--- src/hdl/tpe_pkg.sv ---
// Shared types, constants and the control store for the turtle plotter engine.
package tpe_pkg;

	localparam int BOARD_SIZE = 64;
	localparam int POS_W = $clog2(BOARD_SIZE);
	localparam int CALC_W = ((POS_W > 8) ? POS_W : 8) + 1;
	localparam int UPC_W = 4;

	localparam logic [2:0] ACT_PEN_UP = 3'd0;
	localparam logic [2:0] ACT_PEN_DOWN = 3'd1;
	localparam logic [2:0] ACT_TURN_RIGHT = 3'd2;
	localparam logic [2:0] ACT_TURN_LEFT = 3'd3;
	localparam logic [2:0] ACT_MOVE = 3'd4;
	localparam logic [2:0] ACT_READ = 3'd5;

	localparam logic [1:0] HEAD_UP = 2'd0;
	localparam logic [1:0] HEAD_RIGHT = 2'd1;
	localparam logic [1:0] HEAD_DOWN = 2'd2;
	localparam logic [1:0] HEAD_LEFT = 2'd3;

	typedef logic [UPC_W-1:0] upc_t;

	localparam upc_t PC_FETCH = 4'd0;
	localparam upc_t PC_DECODE = 4'd1;
	localparam upc_t PC_SIMPLE = 4'd2;
	localparam upc_t PC_RD_CELL = 4'd3;
	localparam upc_t PC_TAKE = 4'd4;
	localparam upc_t PC_CHECK = 4'd5;
	localparam upc_t PC_H_RD = 4'd6;
	localparam upc_t PC_H_WR = 4'd7;
	localparam upc_t PC_V_RD = 4'd8;
	localparam upc_t PC_V_LOOP = 4'd9;
	localparam upc_t PC_COMMIT = 4'd10;
	localparam upc_t PC_EMIT = 4'd11;

	typedef struct packed {
		logic [2:0] action;
		logic [7:0] step_count;
		logic [5:0] read_row;
		logic [5:0] read_col;
	} cmd_t;

	typedef struct packed {
		logic [5:0] cursor_row;
		logic [5:0] cursor_col;
		logic [1:0] heading;
		logic       pen_state;
		logic       rejected;
		logic       cell_value;
	} res_t;

	typedef enum logic [3:0] {
		UOP_FETCH,
		UOP_NOP,
		UOP_SIMPLE,
		UOP_RD_CELL,
		UOP_TAKE_CELL,
		UOP_CHECK,
		UOP_RD_ROW,
		UOP_WR_ROW,
		UOP_V_STEP,
		UOP_COMMIT,
		UOP_EMIT
	} uop_t;

	typedef enum logic [2:0] {
		C_NEXT,
		C_GOTO,
		C_ACCEPT,
		C_DISPATCH,
		C_MOVE,
		C_LOOP,
		C_SLOT
	} cond_t;

	typedef struct packed {
		uop_t  uop;
		cond_t cond;
		upc_t  target;
	} ucode_word_t;

	typedef struct packed {
		logic       accepted;
		logic [2:0] action;
		logic       skip;
		logic       horiz;
		logic       cnt_zero;
		logic       slot_free;
	} seq_stat_t;

	typedef struct packed {
		uop_t uop;
		logic idle;
	} seq_ctrl_t;

	function automatic ucode_word_t ucode_rom(input upc_t pc);
		ucode_word_t w;
		w = '{uop: UOP_NOP, cond: C_GOTO, target: PC_FETCH};
		unique case (pc)
			PC_FETCH:   w = '{uop: UOP_FETCH,     cond: C_ACCEPT,   target: PC_DECODE};
			PC_DECODE:  w = '{uop: UOP_NOP,       cond: C_DISPATCH, target: PC_FETCH};
			PC_SIMPLE:  w = '{uop: UOP_SIMPLE,    cond: C_GOTO,     target: PC_EMIT};
			PC_RD_CELL: w = '{uop: UOP_RD_CELL,   cond: C_NEXT,     target: PC_FETCH};
			PC_TAKE:    w = '{uop: UOP_TAKE_CELL, cond: C_GOTO,     target: PC_EMIT};
			PC_CHECK:   w = '{uop: UOP_CHECK,     cond: C_MOVE,     target: PC_COMMIT};
			PC_H_RD:    w = '{uop: UOP_RD_ROW,    cond: C_NEXT,     target: PC_FETCH};
			PC_H_WR:    w = '{uop: UOP_WR_ROW,    cond: C_GOTO,     target: PC_COMMIT};
			PC_V_RD:    w = '{uop: UOP_RD_ROW,    cond: C_NEXT,     target: PC_FETCH};
			PC_V_LOOP:  w = '{uop: UOP_V_STEP,    cond: C_LOOP,     target: PC_COMMIT};
			PC_COMMIT:  w = '{uop: UOP_COMMIT,    cond: C_NEXT,     target: PC_FETCH};
			PC_EMIT:    w = '{uop: UOP_EMIT,      cond: C_SLOT,     target: PC_FETCH};
			default:    w = '{uop: UOP_NOP,       cond: C_GOTO,     target: PC_FETCH};
		endcase
		return w;
	endfunction

endpackage

--- src/hdl/tpe_sequencer.sv ---
// Microcode sequencer: step counter, control store and jump logic.
module tpe_sequencer import tpe_pkg::*; (
	input  logic      clk,
	input  logic      arst_n,
	input  seq_stat_t stat,
	output seq_ctrl_t ctrl
);

	upc_t        upc_q;
	upc_t        upc_d;
	upc_t        dispatch;
	ucode_word_t word;

	assign word = ucode_rom(upc_q);
	assign ctrl.uop = word.uop;
	assign ctrl.idle = (upc_q == PC_FETCH);

	always_comb begin
		unique case (stat.action)
			ACT_MOVE: dispatch = PC_CHECK;
			ACT_READ: dispatch = PC_RD_CELL;
			default:  dispatch = PC_SIMPLE;
		endcase
	end

	always_comb begin
		unique case (word.cond)
			C_NEXT:     upc_d = upc_q + 1'b1;
			C_GOTO:     upc_d = word.target;
			C_ACCEPT:   upc_d = stat.accepted ? word.target : upc_q;
			C_DISPATCH: upc_d = dispatch;
			C_MOVE: begin
				if (stat.skip) begin
					upc_d = word.target;
				end else begin
					upc_d = stat.horiz ? PC_H_RD : PC_V_RD;
				end
			end
			C_LOOP:     upc_d = stat.cnt_zero ? word.target : upc_q;
			C_SLOT:     upc_d = stat.slot_free ? word.target : upc_q;
			default:    upc_d = PC_FETCH;
		endcase
	end

	always_ff @(posedge clk or negedge arst_n) begin
		if (!arst_n) begin
			upc_q <= PC_FETCH;
		end else begin
			upc_q <= upc_d;
		end
	end

endmodule

--- config.mk ---
export PLATFORM = sky130hd
export DESIGN_NAME = tpe_sequencer
export DESIGN_NICKNAME = d
export VERILOG_FILES = /design/src/hdl/tpe_pkg.sv /design/src/hdl/tpe_sequencer.sv
export SDC_FILE = /design/constraint.sdc
export NUM_CORES = 1
export LEC_CHECK = 0
export ABC_AREA = 1
export BUFFER_PORTS_ARGS = -buffer_cell sky130_fd_sc_hd__buf_2
export CAP_MARGIN = 15
export CORE_MARGIN = 10
export CORE_UTILIZATION = 53
export CTS_CLUSTER_SIZE = 30
export DETAILED_ROUTE_END_ITERATION = 7
export PLACE_DENSITY_LB_ADDON = 0.25
export SYNTH_ARGS = -nofsm -noshare
export SYNTH_HDL_FRONTEND = slang
export SYNTH_SLANG_ARGS = --single-unit
--- constraint.sdc ---
create_clock -name clk -period 3.1 [get_ports clk]
set_clock_uncertainty 0.15 [all_clocks]
set_input_delay 0.62 -clock clk [delete_from_list [all_inputs] [get_ports clk]]
set_output_delay 0.62 -clock clk [all_outputs]
set_load 0.01 [all_outputs]
==> qor.csv <==
stage,metric,value,unit
status,outcome,"finished, final reports clean",
yosys,synth-edff-count,0,
worst_hold_path,worstHoldPathType,in2async,
route,vias,788,
yosys,synth_fp_nets,139,
setup_path,end_kind,primary output,
clock_network,cts_tree,done,
sta,fin_hold_ws,0.0369,ns
setup_path,critPathMaxFanout,8,
route,drt_iter0_markers,28,
clock_network,cts_sinks,4,
yosys,ys_seq_elements,4,
place,io_buffers,14,
place,gp_congestion,0.909,
global_route,grt_pass1_vias,687,
route,totalWireLength,1790,um
global_route,top_usage_layer,met2,
finish,utilization,63.6,%
clock_network,clock_path_buffers,2,
floorplan,die_area,0.00331,mm^2
setup_path,crit_buf_inv,3,
sta,fmax,0.396,GHz
clock_network,hold_buffers,0,
global_route,grt_util_met1,14.0,%
setup_path,critPathTopFamily,flip-flops,
finish,area_growth,12.4,%
sta,fin_crit_sh,81.4,%
sta,fin_tns_setup,0,ns
yosys,synthCells,119,
clock_network,post_cts_buffers,0,
global_route,track_usage,10.5,%
route,antenna_left,0,
sta,setup_viol,0,
yosys,ys_seq_area_share,13.4,%
finish,largest_register_ff_count,4,
pwr,leakage,0.488,nW
finish,final_nets,156,
finish,largest_registers,upc_q: 4 flops,
yosys,post_synth.cell_area_avg,6.27,um^2
finish,drive_gt1_share,27.6,%
clock_network,htreeDepth,1,
global_route,grt_max_degree,15,
global_route,grt_pass1_wl,2950,um
finish,antennaDiodeCount,0,
setup_path,slowest_stage,dfrtp_1,
yosys,synth_ff_type,dfrtp_1,
setup_path,critPathLaunchType,flip-flop,
global_route,grt_use_met2,16.7,%
floorplan,die_h,57.5,um
setup_path,worst_ep_arrival_time,1.75,ns
yosys,async_flop_share,100,%
yosys,synth_commonest_cells,"nand2_1, ha_1, inv_1, nor2_1, nand4_1",
flow_run,drv_cap,0,
clock_network,cts_buffers,3,
setup_path,critPathKind,reg2out,
global_route,antenna_found_initial,0,
global_route,grt_use_met3,0.885,%
place,pre_cts_ws,0.664,ns
floorplan,dieWidth,57.5,um
sta,rsz0062_at_grt,no,
setup_path,path_common_cell,inv_1,
clock_network,cts-resized-gates,0,
place,hpwl,1420,um
finish,top_register,upc_q,
floorplan,ios,15,
sta,slew_viol_final,0,
route,drcViolationCount,0,
yosys,yosysTopAreaCellShare,19.6,%
finish,stdcell_area,838,um^2
place,placed_cell_area,816,um^2
yosys,yosysWarnings,0,
clock_network,root_buffer,clkbuf_4,
yosys,synth_area,746,um^2
route,via_per_inst,5.29,
setup_path,max_stage_delay,0.49,ns
global_route,gr-total-overflow,0,
sta,period_minus_slack,2.52,ns
route,first_pass_iters,4,
floorplan,rows,13,
clock_network,insertion_delay,0.23,ns
yosys,yosysUniqueCellTypes,24,
yosys,synth_top_area_cell,nand2_1,
clock_network,clkTransAtPathRegs,0.04,ns
sta,worst_pin_slew,0.468,ns
floorplan,start_util,56.6,%
setup_path,critPathRequiredTime,2.33,ns
setup_path,path_cells,inv_1 > ha_1 > inv_1 > nand2_1 > o21ai_0 > buf_2,
pwr,power_density,1260,mW/mm^2
pwr,ir_drop,614,uV
floorplan,core-area,0.00132,mm^2
sta,finalWorstSetupSlack,0.578,ns
route,wl_per_cell,12.0,um
sta,hold_violations,0,
yosys,yosys-top-cells-area,"nand2_1, ha_1, dfrtp_1",
yosys,yosysMostFrequentCell,nand2_1,
sta,slew_headroom,68.8,%
-- worst register-to-register path, delay by kind of cell (launching register included) --
kind	cells	cell delay, ns
and+or+nand+nor	6	0.73
DFF	1	0.49
adders and majority gates	2	0.71
buffers and inverters	2	0.29
AOI/OAI and AO/OA	1	0.06
-- per-layer routing --
layer | share of wire, % | up-vias
li1 | - | 415
met1 | 45 | 341
met2 | 50 | 32
met3 | 5.5 | 0
met4 | 0 | 0
met5 | 0 | -
-- cells by family after synthesis --
group,count (synthesis),synth area share (%)
adders and majority gates,10,16.8
AOI/OAI and AO/OA,8,6.88
and+or+nand+nor,81,53.0
buffers and inverters,16,9.90
DFF,4,13.4
-- per-stage QoR --
stage	cells	power, mW
after global routing	149	1.19
final	149	1.06
after detailed placement	146	0.980
after floorplan	119	0.813
after CTS	149	1.05
after global placement	146	0.974
-- area by class of cell --
type	count	area, um^2
sequential	4	100
inverter	14	55.1
fill	137	479
timing repair buffer	14	70.1
clock buffer	3	22.5
tap	15	18.8
multi-input combinational	99	572
-- path summary, 6_finish.rpt --
kind                                       from              endpoint  slack [ns]  cells after the start
setup / recovery           upc_q[0]$_DFFE_PN0P_               ctrl[2]        0.58                      6
max in group asynchronous                arst_n  upc_q[2]$_DFFE_PN0P_        2.65                      1
setup reg to reg           upc_q[0]$_DFFE_PN0P_  upc_q[0]$_DFFE_PN0P_        0.62                     11
min in group clk           upc_q[1]$_DFFE_PN0P_  upc_q[1]$_DFFE_PN0P_        0.50                      2
hold / removal                           arst_n  upc_q[1]$_DFFE_PN0P_        0.04                      1
hold reg to reg            upc_q[1]$_DFFE_PN0P_  upc_q[1]$_DFFE_PN0P_        0.50                      2
-- power by group --
group	switching [mW]	internal, mW
Sequential	0.0720	0.0817
Clock	0.0191	0.0432
Combinational	0.535	0.305
Total	0.626	0.430
-- placed cells by master, fill, tap and decap left out --
| cell | Yosys | final |
|---|---|---|
| nor2_1 | 10 | 10 |
| o21ai_1 | 1 | 1 |
| or2_2 | 1 | 1 |
| o21ai_2 | 2 | 2 |
| ha_1 | 10 | 10 |
| clkbuf_4 | 0 | 3 |
| a21oi_1 | 2 | 2 |
| nand2_1 | 39 | 39 |
| inv_1 | 10 | 10 |
| o21ai_0 | 2 | 2 |
| nand3b_1 | 1 | 1 |
| nand4_1 | 8 | 8 |
| inv_4 | 1 | 1 |
| or3_1 | 1 | 1 |
| nor2_2 | 1 | 1 |
| nand3_1 | 7 | 7 |
| buf_2 | 0 | 14 |
| nand3_2 | 3 | 3 |
| inv_2 | 3 | 3 |
| nor3_1 | 2 | 2 |
| dfrtp_1 | 4 | 4 |
| nand2_2 | 6 | 6 |
| nand2_4 | 2 | 2 |
| a21oi_2 | 1 | 1 |
Note: power is estimated with default switching activity, not from simulation.
