**config.mk**
```make
export PLATFORM = sky130hd
export DESIGN_NAME = tpe_ram
export DESIGN_NICKNAME = d
export VERILOG_FILES = /design/src/hdl/tpe_ram.sv
export SDC_FILE = /design/constraint.sdc
export NUM_CORES = 1
export LEC_CHECK = 0
export BUFFER_PORTS_ARGS = -buffer_cell sky130_fd_sc_hd__buf_2
export CELL_PAD_IN_SITES_DETAIL_PLACEMENT = 1
export CELL_PAD_IN_SITES_GLOBAL_PLACEMENT = 2
export CORE_MARGIN = 1.5
export CORE_UTILIZATION = 44
export CTS_CLUSTER_DIAMETER = 30
export DETAILED_ROUTE_END_ITERATION = 10
export PLACE_DENSITY = 0.69
export SLEW_MARGIN = 20
export SYNTH_ARGS = -nofsm -noshare
export SYNTH_HDL_FRONTEND = slang
export SYNTH_SLANG_ARGS = --single-unit
```
**constraint.sdc**
```tcl
create_clock -name clk -period 2.2 [get_ports clk]
set_input_delay 0.33 -clock clk [delete_from_list [all_inputs] [get_ports clk]]
set_output_delay 0.33 -clock clk [all_outputs]
set_load 0.01 [all_outputs]
```
**src/hdl/tpe_ram.sv**
```systemverilog
// Generic simple dual-port RAM with registered read.
module tpe_ram #(
	parameter int WIDTH = 8,
	parameter int DEPTH = 16
) (
	input  logic                     clk,
	input  logic                     we,
	input  logic [$clog2(DEPTH)-1:0] waddr,
	input  logic [WIDTH-1:0]         wdata,
	input  logic                     re,
	input  logic [$clog2(DEPTH)-1:0] raddr,
	output logic [WIDTH-1:0]         rdata
);

	logic [WIDTH-1:0] mem_q [DEPTH];

	always_ff @(posedge clk) begin
		if (we) begin
			mem_q[waddr] <= wdata;
		end
		if (re) begin
			rdata <= mem_q[raddr];
		end
	end

endmodule

```
==> results of run 1 <==
[final cells by class]
| class | count | share of cell area [%] |
|---|---|---|
| clock buffer | 19 | 6.97 |
| clock inverter | 13 | 2.17 |
| multi-input combinational | 83 | 17.0 |
| sequential | 136 | 65.7 |
| tap | 143 | 2.88 |
| timing repair buffer | 47 | 5.24 |
[stage by stage]
step / std cells / setup WS [ns]
after floorplan: 229 / 0.377
after global placement: 409 / 0.248
after detailed placement: 409 / 0.254
after CTS: 441 / 0.637
after global routing: 441 / 0.559
final: 441 / 0.662
[power breakdown]
part           switching [mW]  internal (mW)  total (mW)
sequential             0.0177           2.92        2.94
clock                   0.964           1.75        2.71
combinational           0.159          0.119       0.278
[Yosys cell counts (all sizes together)]
cell type | instances | area [um^2]
a22oi | 16 | 120
and2 | 1 | 6.26
and2b | 1 | 7.51
buf | 7 | 56.3
clkdlybuf4s25 | 3 | 30.0
edfxtp | 136 | 4080
mux4 | 32 | 773
nand2 | 9 | 33.8
nand2b | 2 | 12.5
nand3 | 1 | 5.00
nand3b | 2 | 15.0
nor2 | 13 | 48.8
nor2b | 1 | 6.26
nor3 | 4 | 20.0
or3b | 1 | 8.76
[sequential cells by signal, indices dropped and copies added, names as in the netlist]
register,flops
mem_q,128
rdata,8
[worst max-delay path, delay by kind of cell (launching register included)]
family / cells / cell delay [ns]
mux: 1 / 0.50
flops: 1 / 0.37
compound gates: 1 / 0.33
simple gates: 1 / 0.08
[worst paths after layout]
path	from	endpoint	slack [ns]	depth (start not counted)
worst min-delay path	wdata[2]	mem_q[3][2]$_DFFE_PP_	0.30	1
worst min register to register	mem_q[11][2]$_DFFE_PP_	rdata[2]$_DFFE_PP_	0.77	3
worst max-delay path	mem_q[8][4]$_DFFE_PP_	rdata[4]$_DFFE_PP_	0.66	3
worst max register to register	mem_q[8][4]$_DFFE_PP_	rdata[4]$_DFFE_PP_	0.66	3
[kinds of logic after synthesis]
logic type / after synthesis / share of synthesized area [%]
compound gates: 16 / 2.30
simple gates: 35 / 3.14
flops: 136 / 78.1
mux: 32 / 14.8
buf+inv: 10 / 1.65
[metal layers]
layer  wire length [um]  track usage, %  part of all wire [%]
met3                354            5.44                   3.3
met1               4560            23.4                    43
met2               5510            31.2                    52
met4                151            7.43                   1.4
met5                  0               0                     0
==> impl_metrics.csv, run 1 <==
group,metric,value,unit
place,dp_hpwl,6680,um
layout,multi_input_area,0.00106,mm^2
clock_tree,cts.sink_count,136,
logic_synthesis,synth_cell_types,18,
layout,drive_gt1_share,30.9,%
logic_synthesis,syn-instance-count,229,
sta,rsz0062_at_grt,"no",
place,io_buffers,26,
pwr,p_per_area,955,mW/mm^2
place,gp_congestion,0.703,
logic_synthesis,yosysWarnings,0,
routing,wl_per_cell,24.0,um
global_route,grtUsageTotal,18.7,%
pwr,ir_drop,0.000423,V
sta,tightest_slew,0.409,ns
setup_path,critPathCaptureType,"flip-flop",
sta,finalCritPeriodShare,69.9,%
clock_tree,postCtsResizedCells,0,
clock_tree,h-tree-depth,4,
sta,finalSetupViolCount,0,
floorplanning,fp.dieW,112,um
routing,firstDrtPassIters,9,
sta,hold_violations,0,
setup_path,critPathMaxStageDelay,0.50,ns
clock_tree,cts_tree,"yes",
setup_path,path_max_fanout,1,
job,max_cap_violations,0,
layout,regArea,0.00408,mm^2
sta,tns,0,ns
logic_synthesis,synth.cell_area,0.00523,mm^2
logic_synthesis,synth_nets,248,
clock_tree,cts_hold_buf,0,
floorplanning,core,0.0115,mm^2
setup_path,arrival,1.69,ns
floorplanning,die_h,112,um
layout,antenna_cells,0,
global_route,grt_pass1_wl,16300,um
pwr,p_leak,2.12,nW
routing,drt_iter0_drc,157,
place,dpl-instance-area,0.00565,mm^2
run_status,violations,"design-rule violations",
layout,nets,304,
setup_path,crit_path_start_kind,"flip-flop",
sta,slew_violations,0,
global_route,grt_pass1_vias,2687,
routing,drc,2,
clock_tree,path_clk_slew,0.05,ns
routing,ant_nets,0,
global_route,grt_start_max_net_pins,33,
layout,design_area,0.00621,mm^2
pwr,finalPower,5.93,mW
setup_path,crit_required,2.35,ns
clock_tree,root_buffer,"clkbuf_16",
run_status,status,"finished with violations",
layout,final_common_cell,"edfxtp_1",
sta,min_period,1.54,ns
sta,hold-worst-slack,0.302,ns
floorplanning,die-area,0.0125,mm^2
layout,utilization,54.0,%
logic_synthesis,syn_area_per_cell,22.8,um^2
sta,fmax,650,MHz
logic_synthesis,yosysSeqAreaShare,78.1,%
floorplanning,start_util,45.4,%
setup_path,slowest_stage,"mux4_1",
clock_tree,cts_buffers,17,
clock_tree,post_cts_buffers,0,
clock_tree,worstSkewPairLatency,0.41,ns
routing,routed_via_density,5.60,
floorplanning,rows,39,
clock_tree,cts.path.max_buffers,2,
global_route,antenna_found_initial,0,
min_path,min_path_type,"primary input to flip-flop",
floorplanning,num_io_pins,27,
routing,routed_wirelength,10600,um
routing,vias,2468,
sta,maxSlewHeadroom,72.7,%
setup_path,path_cells,"mux4_1, a22oi_1, nand2_1",
logic_synthesis,synth-seq-cells,136,
layout,final_cell_mix,"edfxtp_1, buf_2, mux4_2, buf_4, clkbuf_16",
sta,skew,0.00697,ns
global_route,grt_remaining_overflow,0,
layout,syn_to_final_growth,18.9,%
layout,fillCellCount,1022,
setup_path,crit_type,"flip-flop to flip-flop",
(Power assumes the default switching activity.)
==> run 2: changes to the inputs <==
ABC_AREA = 1   (was default)
CORE_UTILIZATION = 41   (was 44)
PLACE_DENSITY = 0.75   (was 0.69)
clock period = 1.6 ns   (was 2.2 ns; I/O delays follow)
==> run 2 against run 1 <==
  * The flow now finishes without violations
  * Critical endpoint is now rdata[1]
  * Total power up 38%
  * Core utilization down 5.0 points
  * Cell area up 9.4%
  * Clock power up 34%
  * Synthesized cell count up 140%
  * Die area up 19%
  * Combinational power up 86%
  * Highest routed layer unchanged
==> impl_metrics.csv, run 2 <==
group,metric,value,unit
run_status,status,"complete, no violations",
setup_path,r2r-end,"rdata[5]$_DFFE_PP_",
logic_synthesis,ys_async_sr_fraction,0,%
min_path,min_path_type,"primary input to flip-flop",
layout,drive_gt1_share,12.8,%
routing,routed_wirelength,15000,um
pwr,p_seq_share,49.3,%
setup_path,crit_type,"flip-flop to primary output",
logic_synthesis,yosysSeqAreaShare,69.8,%
job,max_cap_violations,0,
floorplanning,rows,43,
pwr,p_per_area,1210,mW/mm^2
pwr,p_int,6.40,mW
logic_synthesis,synth_mux_area_share,0,%
floorplanning,fp.dieW,122,um
setup_path,path_buf_inv,1,
logic_synthesis,synth_xor_area_share,0,%
setup_path,rr_startpoint,"mem_q[9][5]$_DFFE_PP_",
logic_synthesis,synth_top_area_cell,"edfxtp_1",
setup_path,critPathCaptureType,"primary output",
floorplanning,start_util,42.1,%
min_path,min_from,"re",
routing,ant_nets,0,
setup_path,arrival,0.98,ns
sta,hold_violations,0,
logic_synthesis,synth_ff_type,"edfxtp_1",
min_path,whs_path_depth,1,
clock_tree,postCtsResizedCells,0,
pwr,p_leak,2.94,nW
logic_synthesis,synth_compound_area_share,0,%
layout,nets,615,
global_route,grtUsageTotal,22.3,%
global_route,grt_remaining_overflow,0,
layout,fillCellCount,1509,
logic_synthesis,yosys-top-cells-count,"nand2_1, edfxtp_1, inv_1",
logic_synthesis,yosys-top-cells-area,"edfxtp_1, nand2_1, nand3_1, inv_1, buf_6",
floorplanning,die-area,0.0150,mm^2
logic_synthesis,yosysWarnings,0,
setup_path,crit_family,"flip-flops",
global_route,antenna_found_initial,0,
logic_synthesis,synth_cell_types,11,
clock_tree,path_clk_slew,0.06,ns
pwr,p_comb_share,6.3,%
logic_synthesis,syn-instance-count,551,
place,dp_hpwl,9440,um
logic_synthesis,synth-seq-cells,136,
clock_tree,cts_buffers,17,
layout,final_common_cell,"nand2_1",
logic_synthesis,synth.cell_area,0.00585,mm^2
layout,utilization,49.0,%
logic_synthesis,yosysMostFrequentCell,"nand2_1",
global_route,grt_pass1_vias,4041,
setup_path,slowest_stage,"edfxtp_1",
logic_synthesis,synth_nets,570,
routing,vias,3886,
global_route,grt_start_max_net_pins,49,
setup_path,crit_required,1.36,ns
sta,tightest_slew,0.653,ns
logic_synthesis,synth-adder-area-share,0,%
sta,finalSetupViolCount,0,
setup_path,path_max_fanout,1,
floorplanning,die_h,122,um
routing,firstDrtPassIters,4,
layout,largest_reg_flops,128,
place,gp_congestion,0.797,
sta,fmax,818,MHz
sta,finalCritPeriodShare,76.4,%
clock_tree,cts.sink_count,136,
layout,top_regs,"mem_q: 128 flops, rdata: 8 flops",
floorplanning,num_io_pins,27,
layout,regMostFlops,"mem_q",
setup_path,critPathMaxStageDelay,0.41,ns
sta,min_period,1.22,ns
clock_tree,cts_hold_buf,0,
routing,routed_via_density,4.93,
setup_path,ff2ff_setup_slack,0.42,ns
routing,drc,0,
pwr,p_sw_share,21.8,%
clock_tree,cts_tree,"yes",
clock_tree,h-tree-depth,4,
logic_synthesis,synth-simple-area-share,20.8,%
layout,final_cell_mix,"nand2_1, edfxtp_1, inv_1, nand3_1, buf_2",
logic_synthesis,syn_area_per_cell,10.6,um^2
setup_path,crit_path_start_kind,"flip-flop",
clock_tree,post_cts_buffers,0,
clock_tree,worstSkewPairLatency,0.42,ns
logic_synthesis,synth_top_family_by_area,"simple AND/OR/NAND/NOR gates",
clock_tree,cts.path.max_buffers,2,
place,io_buffers,26,
sta,skew,0.00572,ns
pwr,p_sw,1.79,mW
logic_synthesis,synth_top_area_share,69.8,%
logic_synthesis,synth_edf_count,136,
routing,drt_iter0_drc,281,
floorplanning,core,0.0139,mm^2
sta,slew_violations,0,
pwr,clkPwrFrac,44.4,%
sta,tns,0,ns
setup_path,path_cells,"buf_2",
layout,syn_to_final_growth,16.2,%
setup_path,reg2regPathDepth,6,
min_path,holdPathEnd,"rdata[7]$_DFFE_PP_",
clock_tree,root_buffer,"clkbuf_16",
pwr,ir_drop,0.000610,V
sta,rsz0062_at_grt,"no",
sta,maxSlewHeadroom,56.4,%
global_route,grt_pass1_wl,23700,um
routing,wl_per_cell,19.1,um
layout,antenna_cells,0,
[run 2: cell types whose count changed after synthesis, moves of 10 or more]
cell,previous run,this run
buf_2,3,13
inv_1,0,100
a22oi_1,16,0
mux4_2,18,0
nand3_1,1,97
nand2_1,9,173
mux4_1,14,0
[run 2: worst max path at each step]
| stage | start | end | slack [ns] | cells after the start |
|---|---|---|---|---|
| floorplan | waddr[2] | mem_q[10][0]$_DFFE_PP_ | 0.41 | 2 |
| finish | rdata[1]$_DFFE_PP_ | rdata[1] | 0.38 | 1 |
| global placement | raddr[1] | rdata[5]$_DFFE_PP_ | -0.004 | 6 |
| detailed placement | raddr[1] | rdata[5]$_DFFE_PP_ | -0.03 | 6 |
| CTS | rdata[6]$_DFFE_PP_ | rdata[6] | 0.36 | 1 |
| global route | mem_q[9][5]$_DFFE_PP_ | rdata[5]$_DFFE_PP_ | 0.33 | 6 |
[run 2: cells by family after synthesis]
group         Yosys count
buf+inv               126
flops                 136
simple gates          289
[run 2: metal layers]
| layer | part of all wire (%) | GRT usage (%) | up-vias |
|---|---|---|---|
| li1 | - | - | 1872 |
| met1 | 46 | 31.5 | 1907 |
| met2 | 48 | 34.6 | 89 |
| met3 | 4.4 | 3.81 | 18 |
| met4 | 1.9 | 8.28 | 0 |
| met5 | 0 | 0 | - |
[run 2: power by group through the flow]
stage / sequential (mW) / clock (mW) / combinational [mW]
CTS: 4.04 / 3.70 / 0.528
global placement: 4.11 / 0 / 0.514
floorplan: 4.11 / 0 / 0.281
finish: 4.04 / 3.64 / 0.517
detailed placement: 4.11 / 0 / 0.524
global route: 4.04 / 3.83 / 0.581
[run 2: area by class of cell]
| cell class | count | area [um^2] | area share [%] |
|---|---|---|---|
| Tap cell | 180 | 225 | 3.31 |
| Multi-Input combinational cell | 289 | 1210 | 17.9 |
| Clock inverter | 13 | 113 | 1.66 |
| Timing Repair Buffer | 50 | 348 | 5.12 |
| Clock buffer | 18 | 429 | 6.32 |
| Sequential cell | 136 | 4080 | 60.1 |
| Inverter | 102 | 383 | 5.63 |
[run 2: per-stage QoR]
| stage | instance area (um^2) | hold slack [ns] | std cells | setup slack, ns | power [mW] |
|---|---|---|---|---|---|
| after detailed placement | 6250 | 0.623 | 757 | -0.0251 | 4.64 |
| after CTS | 6800 | 0.183 | 788 | 0.357 | 8.26 |
| after floorplan | 5850 | 0.339 | 551 | 0.409 | 4.40 |
| after global routing | 6800 | 0.193 | 788 | 0.325 | 8.45 |
| after global placement | 6250 | 0.622 | 757 | -0.00433 | 4.62 |
| final | 6800 | 0.193 | 788 | 0.378 | 8.19 |
